--- src/rtl/core/nit_pkg.sv ---
package nit_pkg;

    localparam logic [2:0] KIND_NET_HDR    = 3'd0;
    localparam logic [2:0] KIND_NET_PAY    = 3'd1;
    localparam logic [2:0] KIND_STREAM     = 3'd2;
    localparam logic [2:0] KIND_STREAM_HDR = 3'd3;
    localparam logic [2:0] KIND_STREAM_PAY = 3'd4;
    localparam logic [2:0] KIND_ACCEPT     = 3'd5;
    localparam logic [2:0] KIND_REJECT     = 3'd6;

    localparam logic [1:0] ERR_NONE      = 2'd0;
    localparam logic [1:0] ERR_SHORT     = 2'd1;
    localparam logic [1:0] ERR_MISMATCH  = 2'd2;
    localparam logic [1:0] ERR_OVERRUN   = 2'd3;

    // data part bytes that are not stream loop: CRC, header, two length fields
    localparam logic signed [13:0] FIXED_OVERHEAD = 14'sd13;
    localparam logic signed [13:0] MIN_LOOP       = 14'sd6;
    localparam logic [12:0]        STREAM_HDR_LEN = 13'd6;
    localparam logic [2:0]         STREAM_HDR_LAST = 3'd5;

    typedef struct packed {
        logic [2:0]  record_kind;
        logic [7:0]  desc_tag;
        logic [7:0]  desc_length;
        logic [7:0]  payload_byte;
        logic [15:0] stream_id;
        logic [15:0] network_id;
        logic [11:0] loop_length;
        logic [1:0]  error_code;
        logic        last_of_run;
    } result_t;

endpackage

--- src/rtl/core/nit_section_parser_core.sv ---
// NIT section parser: one data-part byte per beat in, descriptor/stream records out.
// A result is written into the queue at the clock edge that accepts the byte that causes it.
// Throughput: one byte per cycle while data_ready is high; a byte that ends the loop
// emits the final record too and needs two output beats, absorbed by a 4-entry queue.
// data_ready is high while the queue has room for two results.
// Reset (rst_n low, async) empties the queue and returns the parser to idle.
module nit_section_parser_core
    import nit_pkg::*;
(
    input  logic        clk,
    input  logic        rst_n,
    input  logic        data_valid,
    output logic        data_ready,
    input  logic [7:0]  data_byte,
    input  logic        first_byte,
    input  logic [11:0] sect_len,
    output logic        result_valid,
    input  logic        result_ready,
    output logic [2:0]  record_kind,
    output logic [7:0]  desc_tag,
    output logic [7:0]  desc_length,
    output logic [7:0]  payload_byte,
    output logic [15:0] stream_id,
    output logic [15:0] network_id,
    output logic [11:0] loop_length,
    output logic [1:0]  error_code,
    output logic        last_of_run
);

    typedef enum logic [3:0] {
        PH_IDLE, PH_NETLEN, PH_NTAG, PH_NLEN, PH_NPAY, PH_TSLEN,
        PH_SHDR, PH_STAG, PH_SLEN, PH_SPAY, PH_DONE
    } phase_t;

    phase_t      phase_reg, phase_next, phase_eff;
    logic [2:0]  idx_reg, idx_next, idx_eff, idx_inc;
    logic [11:0] net_rem_reg, net_rem_next;
    logic [11:0] net_len_reg, net_len_next;
    logic [11:0] loop_rem_reg, loop_rem_next;
    logic [11:0] sdesc_rem_reg, sdesc_rem_next;
    logic [7:0]  left_reg, left_next;
    logic [47:0] asm_reg, asm_next, asm_shift;
    logic [11:0] sec_reg, sec_next, sec_eff;
    logic [7:0]  tag_reg, tag_next;

    logic              main_v, end_v, do_end;
    result_t           main_rec, end_rec, rec0, rec1;
    logic [11:0]       tdl_end, len_field, left_dec;
    logic [12:0]       total, loop_left, sub_amt;
    logic signed [13:0] avail;
    logic [1:0]        push_n;
    logic              accept, pop;

    result_t     q_mem [4];
    logic [1:0]  wr_ptr_reg, rd_ptr_reg;
    logic [2:0]  count_reg;

    assign accept     = data_valid && data_ready;
    assign pop        = result_valid && result_ready;
    assign data_ready = (count_reg <= 3'd2);
    assign result_valid = (count_reg != 3'd0);

    assign phase_eff = first_byte ? PH_NETLEN : phase_reg;
    assign idx_eff   = first_byte ? 3'd0 : idx_reg;
    assign sec_eff   = first_byte ? sect_len : sec_reg;
    assign idx_inc   = idx_eff + 3'd1;
    assign asm_shift = {asm_reg[39:0], data_byte};
    assign len_field = asm_shift[11:0];
    assign left_dec  = {4'd0, left_reg - 8'd1};
    assign sub_amt   = 13'd2 + {5'd0, data_byte};
    assign avail     = $signed({2'b00, sec_eff}) - FIXED_OVERHEAD
                     - $signed({2'b00, net_len_reg});

    always_comb
    begin
        phase_next     = phase_eff;
        idx_next       = idx_eff;
        net_rem_next   = net_rem_reg;
        net_len_next   = net_len_reg;
        loop_rem_next  = loop_rem_reg;
        sdesc_rem_next = sdesc_rem_reg;
        left_next      = left_reg;
        asm_next       = asm_reg;
        sec_next       = sec_eff;
        tag_next       = tag_reg;
        main_v   = 1'b0;
        end_v    = 1'b0;
        do_end   = 1'b0;
        main_rec = '0;
        end_rec  = '0;
        tdl_end  = asm_reg[11:0];
        total    = '0;
        loop_left = '0;

        unique case (phase_eff)
            PH_NETLEN:
            begin
                asm_next = asm_shift;
                idx_next = idx_inc;
                if (idx_inc >= 3'd2)
                begin
                    net_len_next = len_field;
                    net_rem_next = len_field;
                    idx_next     = 3'd0;
                    phase_next   = (len_field == 12'd0) ? PH_TSLEN : PH_NTAG;
                end
            end
            PH_NTAG, PH_STAG:
            begin
                tag_next   = data_byte;
                phase_next = (phase_eff == PH_NTAG) ? PH_NLEN : PH_SLEN;
            end
            PH_NLEN:
            begin
                main_v = 1'b1;
                main_rec.record_kind = KIND_NET_HDR;
                main_rec.desc_tag    = tag_reg;
                main_rec.desc_length = data_byte;
                left_next = data_byte;
                net_rem_next = (sub_amt >= {1'b0, net_rem_reg}) ? 12'd0
                             : net_rem_reg - sub_amt[11:0];
                if (data_byte == 8'd0)
                    phase_next = (net_rem_next == 12'd0) ? PH_TSLEN : PH_NTAG;
                else
                    phase_next = PH_NPAY;
            end
            PH_NPAY:
            begin
                main_v = 1'b1;
                main_rec.record_kind  = KIND_NET_PAY;
                main_rec.payload_byte = data_byte;
                left_next = left_dec[7:0];
                if (left_dec == 12'd0)
                    phase_next = (net_rem_reg == 12'd0) ? PH_TSLEN : PH_NTAG;
            end
            PH_TSLEN:
            begin
                asm_next = asm_shift;
                idx_next = idx_inc;
                if (idx_inc >= 3'd2)
                begin
                    idx_next = 3'd0;
                    if (avail <= MIN_LOOP)
                    begin
                        main_v = 1'b1;
                        main_rec.record_kind = KIND_REJECT;
                        main_rec.error_code  = ERR_SHORT;
                        phase_next = PH_DONE;
                    end
                    else if (avail[11:0] != len_field)
                    begin
                        main_v = 1'b1;
                        main_rec.record_kind = KIND_REJECT;
                        main_rec.error_code  = ERR_MISMATCH;
                        phase_next = PH_DONE;
                    end
                    else
                    begin
                        loop_rem_next = avail[11:0];
                        phase_next    = PH_SHDR;
                    end
                end
            end
            PH_SHDR:
            begin
                asm_next = asm_shift;
                idx_next = idx_inc;
                if (idx_eff == STREAM_HDR_LAST)
                begin
                    idx_next = 3'd0;
                    main_v = 1'b1;
                    main_rec.record_kind = KIND_STREAM;
                    main_rec.stream_id   = asm_shift[47:32];
                    main_rec.network_id  = asm_shift[31:16];
                    main_rec.loop_length = len_field;
                    sdesc_rem_next = len_field;
                    tdl_end = len_field;
                    if (len_field == 12'd0)
                        do_end = 1'b1;
                    else
                        phase_next = PH_STAG;
                end
            end
            PH_SLEN:
            begin
                main_v = 1'b1;
                main_rec.record_kind = KIND_STREAM_HDR;
                main_rec.desc_tag    = tag_reg;
                main_rec.desc_length = data_byte;
                left_next = data_byte;
                sdesc_rem_next = (sub_amt >= {1'b0, sdesc_rem_reg}) ? 12'd0
                               : sdesc_rem_reg - sub_amt[11:0];
                if (data_byte == 8'd0)
                begin
                    if (sdesc_rem_next == 12'd0)
                        do_end = 1'b1;
                    else
                        phase_next = PH_STAG;
                end
                else
                    phase_next = PH_SPAY;
            end
            PH_SPAY:
            begin
                main_v = 1'b1;
                main_rec.record_kind  = KIND_STREAM_PAY;
                main_rec.payload_byte = data_byte;
                left_next = left_dec[7:0];
                if (left_dec == 12'd0)
                begin
                    if (sdesc_rem_reg == 12'd0)
                        do_end = 1'b1;
                    else
                        phase_next = PH_STAG;
                end
            end
            default:
            begin
            end
        endcase

        // end of one stream entry: account for it against the loop
        if (do_end)
        begin
            total     = STREAM_HDR_LEN + {1'b0, tdl_end};
            loop_left = {1'b0, loop_rem_reg} - total;
            if (total > {1'b0, loop_rem_reg})
            begin
                end_v = 1'b1;
                end_rec.record_kind = KIND_REJECT;
                end_rec.error_code  = ERR_OVERRUN;
                phase_next = PH_DONE;
            end
            else
            begin
                loop_rem_next = loop_left[11:0];
                if (loop_left == 13'd0)
                begin
                    end_v = 1'b1;
                    end_rec.record_kind = KIND_ACCEPT;
                    phase_next = PH_DONE;
                end
                else
                begin
                    phase_next = PH_SHDR;
                    idx_next   = 3'd0;
                end
            end
        end
    end

    always_comb
    begin
        rec0 = main_v ? main_rec : end_rec;
        rec1 = end_rec;
        rec0.last_of_run = !(main_v && end_v);
        rec1.last_of_run = 1'b1;
        push_n = accept ? ({1'b0, main_v} + {1'b0, end_v}) : 2'd0;
    end

    always_ff @(posedge clk or negedge rst_n)
    begin
        if (!rst_n)
        begin
            phase_reg     <= PH_IDLE;
            idx_reg       <= '0;
            net_rem_reg   <= '0;
            net_len_reg   <= '0;
            loop_rem_reg  <= '0;
            sdesc_rem_reg <= '0;
            left_reg      <= '0;
            asm_reg       <= '0;
            sec_reg       <= '0;
            tag_reg       <= '0;
            wr_ptr_reg    <= '0;
            rd_ptr_reg    <= '0;
            count_reg     <= '0;
        end
        else
        begin
            if (accept)
            begin
                phase_reg     <= phase_next;
                idx_reg       <= idx_next;
                net_rem_reg   <= net_rem_next;
                net_len_reg   <= net_len_next;
                loop_rem_reg  <= loop_rem_next;
                sdesc_rem_reg <= sdesc_rem_next;
                left_reg      <= left_next;
                asm_reg       <= asm_next;
                sec_reg       <= sec_next;
                tag_reg       <= tag_next;
            end
            wr_ptr_reg <= wr_ptr_reg + push_n;
            if (pop)
                rd_ptr_reg <= rd_ptr_reg + 2'd1;
            count_reg <= count_reg + {1'b0, push_n} - {2'b00, pop};
        end
    end

    always_ff @(posedge clk)
    begin
        if (push_n != 2'd0)
            q_mem[wr_ptr_reg] <= rec0;
        if (push_n == 2'd2)
            q_mem[wr_ptr_reg + 2'd1] <= rec1;
    end

    assign record_kind  = q_mem[rd_ptr_reg].record_kind;
    assign desc_tag     = q_mem[rd_ptr_reg].desc_tag;
    assign desc_length  = q_mem[rd_ptr_reg].desc_length;
    assign payload_byte = q_mem[rd_ptr_reg].payload_byte;
    assign stream_id    = q_mem[rd_ptr_reg].stream_id;
    assign network_id   = q_mem[rd_ptr_reg].network_id;
    assign loop_length  = q_mem[rd_ptr_reg].loop_length;
    assign error_code   = q_mem[rd_ptr_reg].error_code;
    assign last_of_run  = q_mem[rd_ptr_reg].last_of_run;

`ifndef SYNTHESIS
    a_count_bound: assert property (@(posedge clk) disable iff (!rst_n)
        count_reg <= 3'd4)
        else $error("result queue overflow");

    a_count_track: assert property (@(posedge clk) disable iff (!rst_n)
        1'b1 |=> count_reg == $past(count_reg) + {1'b0, $past(push_n)}
                             - {2'b00, $past(pop)})
        else $error("queue count out of step with pushes and pops");

    a_pair_final: assert property (@(posedge clk) disable iff (!rst_n)
        push_n == 2'd2 |-> (rec1.record_kind == KIND_ACCEPT
                            || rec1.record_kind == KIND_REJECT))
        else $error("second result of a beat is not a final record");

    a_idle_silent: assert property (@(posedge clk) disable iff (!rst_n)
        (accept && !first_byte && (phase_reg == PH_IDLE || phase_reg == PH_DONE))
        |-> push_n == 2'd0)
        else $error("result produced outside a section");
`endif

endmodule

--- config.mk ---
export PLATFORM = sky130hd
export DESIGN_NAME = nit_section_parser_core
export DESIGN_NICKNAME = d
export VERILOG_FILES = /design/src/rtl/core/nit_pkg.sv /design/src/rtl/core/nit_section_parser_core.sv
export SDC_FILE = /design/constraint.sdc
export NUM_CORES = 1
export LEC_CHECK = 0
export ABC_CLOCK_PERIOD_IN_PS = 8200
export BUFFER_PORTS_ARGS = -buffer_cell sky130_fd_sc_hd__buf_2
export CAP_MARGIN = 30
export CORE_MARGIN = 1.5
export CORE_UTILIZATION = 45
export DETAILED_ROUTE_END_ITERATION = 8
export PLACE_DENSITY = 0.6
export SKIP_CTS_REPAIR_TIMING = 1
export SYNTH_ARGS = -nofsm -noshare
export SYNTH_HDL_FRONTEND = slang
export SYNTH_SLANG_ARGS = --single-unit
--- constraint.sdc ---
create_clock -name clk -period 8.2 [get_ports clk]
set_clock_uncertainty 0.1 [all_clocks]
set_input_delay 1.23 -clock clk [delete_from_list [all_inputs] [get_ports clk]]
set_output_delay 1.23 -clock clk [all_outputs]
set_load 0.01 [all_outputs]
==> flow_metrics.tcl <==
set metrics [dict create \
    status "complete, but fails checks" \
    violations "DRC" \
    grt_pass1_wl_um 95300 \
    fmax_mhz 135 \
    wl_um 61100 \
    clock-sinks 426 \
    gp_congestion 0.913 \
    yosysWarnings 0 \
    period_share 0.904 \
    place_inst 2693 \
    synth_area_leaders "dfxtp_1 26%, dfrtp_1 15%, mux4_2 7.8%" \
    worstPathMaxFanout 41 \
    viasPerCell 6.20 \
    total_power_mw 8.36 \
    ir_drop_mv 0.207 \
    netlist_instances 2116 \
    cts_buffers 46 \
    clk_pin_slew_ps 60 \
    p_int_mw 5.06 \
    arrival_ps 7770 \
    grt_max_degree 85 \
    io_buffers 100 \
    antenna_found_initial 0 \
    cts_max_level 2 \
    cellPowerDensity_mw_per_mm2 349 \
    dp_slack_ps 374 \
    min-delay-path-class "reg -> reg" \
    synth_top_area_frac 0.259 \
    ys_ff_latch 426 \
    diodes 0 \
    clk_latency_ps 590 \
    end_kind "flip-flop" \
    syn-mean-instance-area_um2 10.1 \
    clockBufferDepth 3 \
    worstSetupStartpointType "input port" \
    vias 17200 \
    fp.dieH_um 221 \
    firstDrtPassIters 9 \
    slew_headroom 0.369 \
    yosysTopAreaCell "dfxtp_1" \
    synth_edf_count 20 \
    ios 101 \
    async_reset_ff_frac 0.305 \
    cts_tree "built" \
    initial_core_util 0.457 \
    p_comb_frac 0.405 \
    synth_nets 2201 \
    initialDrtViolationCount 1498 \
    finalHoldViolations 0 \
    setup-tns-final_ps 0 \
    finalSetupViolations 0 \
    num-nets-final 2220 \
    setup_slack_ps 790 \
    synthesis.area_mm2 0.0213 \
    ant_nets 0 \
    worst_pin_slew_ps 947 \
    synth-seq-area-share 0.440 \
    wl_per_cell_um 22.0 \
    sw_frac_of_total 0.394 \
    hpwlAfterDp_um 38800 \
    rsz0062_at_grt "no" \
    required_ps 8560 \
    final_layout_size_suffix_gt1_frac 0.180 \
    syn2layout_area_growth_pct 12.1 \
    die-area_mm2 0.0487 \
    p_seq_frac 0.346 \
    stdcell_count 2779 \
    p_leak_nw 9.35 \
    p_switching_mw 3.29 \
    synthFlopType "dfxtp_1" \
    root_buffer "clkbuf_16" \
    core_area_mm2 0.0467 \
    synth_cell_types 90 \
    grt_util_all_layers 0.251 \
    die_width_um 221 \
    clkPwrFrac 0.248 \
    largest_register_ffs 296 \
    fin_crit_ps 7410 \
    post-route-drc-count 7 \
    final_max_slew_viol_count 0 \
    grt.overflow.total 0 \
    critPathKind "in -> reg" \
    fin_hold_ws_ps 349 \
    cap_violations 0 \
    grt_pass1_vias 16500 \
    rows 79 \
]
-- path summary, 6_finish.rpt --
path,from,to,slack (ps),depth (start not counted)
hold / removal,q_mem[0][62],q_mem[0][62],350,2
setup reg to reg,idx_reg[0],q_mem[0][20],1530,25
setup / recovery,first_byte,q_mem[0][0],790,25
min in group asynchronous,rst_n,asm_reg[17],550,1
max in group asynchronous,rst_n,left_reg[1],6430,3
hold reg to reg,q_mem[0][62],q_mem[0][62],350,2
-- synth_stat cells (17+ instances only) --
cell      number
dfxtp_1      276
nor2b_1       18
mux2_2        58
clkbuf_1     135
inv_1         64
a32o_1       156
ha_1          55
a21oi_1      108
o211ai_1      18
xor2_1        27
nand2_1      233
edfxtp_1      20
xnor2_1       40
nand4_1       18
mux4_2        74
nor3_1        30
mux2i_1       19
or3_1         17
dfrtp_1      130
nor2_1        90
buf_1         36
o21ai_0      199
nand3_1       26
-- placed cells by master (no fill, tap or decap), types with 13 or more instances in the layout --
| cell type | Yosys | final |
|---|---|---|
| nand3_1 | 26 | 26 |
| nor2_1 | 90 | 87 |
| nand2b_1 | 16 | 16 |
| nor2b_1 | 18 | 18 |
| buf_4 | 2 | 44 |
| or3_1 | 17 | 17 |
| dfrtp_1 | 130 | 128 |
| nor3_1 | 30 | 29 |
| edfxtp_1 | 20 | 20 |
| nand2_1 | 233 | 232 |
| clkbuf_1 | 135 | 19 |
| o211ai_1 | 18 | 18 |
| a21oi_1 | 108 | 108 |
| a31oi_1 | 13 | 13 |
| clkbuf_16 | 0 | 49 |
| dfxtp_1 | 276 | 276 |
| inv_1 | 64 | 64 |
| nand4_1 | 18 | 18 |
| mux4_2 | 74 | 74 |
| mux2_2 | 58 | 58 |
| xnor2_1 | 40 | 40 |
| o21ai_0 | 199 | 199 |
| a32o_1 | 156 | 156 |
| mux2i_1 | 19 | 19 |
| buf_2 | 6 | 99 |
| ha_1 | 55 | 55 |
| xor2_1 | 27 | 27 |
-- critical path: stages --
cell,delay (ps)
buf_2,160
buf_4,460
mux2i_1,390
a21oi_1,190
a211oi_1,280
a21oi_1,130
nor2_1,180
xnor2_1,90
ha_1,390
a2111oi_0,440
o21ai_0,210
a41oi_1,310
xnor2_1,330
a211oi_1,140
a21oi_1,530
nand3_4,190
nand2_1,150
nand2_1,80
ha_1,260
nand2_1,240
or3_1,220
and2_2,590
inv_1,290
nor2_1,210
a21oi_1,50
-- power groups by stage --
stage	sequential (mW)	clock, mW	combinational (mW)
global placement	2.92	0	3.31
global route	2.95	2.19	3.73
floorplan	2.65	0	2.70
detailed placement	2.92	0	3.35
CTS	2.89	2.11	3.37
finish	2.89	2.07	3.39
-- cell families after synthesis --
| group | count (synthesis) | share of synthesized area |
|---|---|---|
| compound gates | 630 | 0.209 |
| simple gates | 533 | 0.120 |
| flops | 426 | 0.440 |
| buf+inv | 244 | 0.0440 |
| mux | 151 | 0.118 |
| xor+xnor | 72 | 0.0330 |
| fa+ha+maj | 60 | 0.0369 |
-- per-layer routing --
metal	wire length, µm	up-vias	GRT usage
li1	-	7955	-
met1	28000	8711	0.349
met2	28600	496	0.408
met3	3170	77	0.0326
met4	1310	0	0.0723
met5	0	-	0
-- through the flow --
| stage | utilization | instance area [µm²] |
|---|---|---|
| after floorplan | - | 21400 |
| after global placement | 0.479 | 22400 |
| after detailed placement | 0.480 | 22400 |
| after CTS | 0.512 | 23900 |
| after global routing | 0.513 | 23900 |
| final | 0.513 | 23900 |
-- layout make-up --
type / count / area [µm²]
Clock inverter: 10 / 108
Inverter: 64 / 240
Clock buffer: 75 / 1390
Sequential cell: 426 / 9390
Tap cell: 607 / 759
Multi-Input combinational cell: 1446 / 11100
Timing Repair Buffer: 151 / 980
Fill cell: 4244 / 22700
Power figures use the tool's default switching activity.
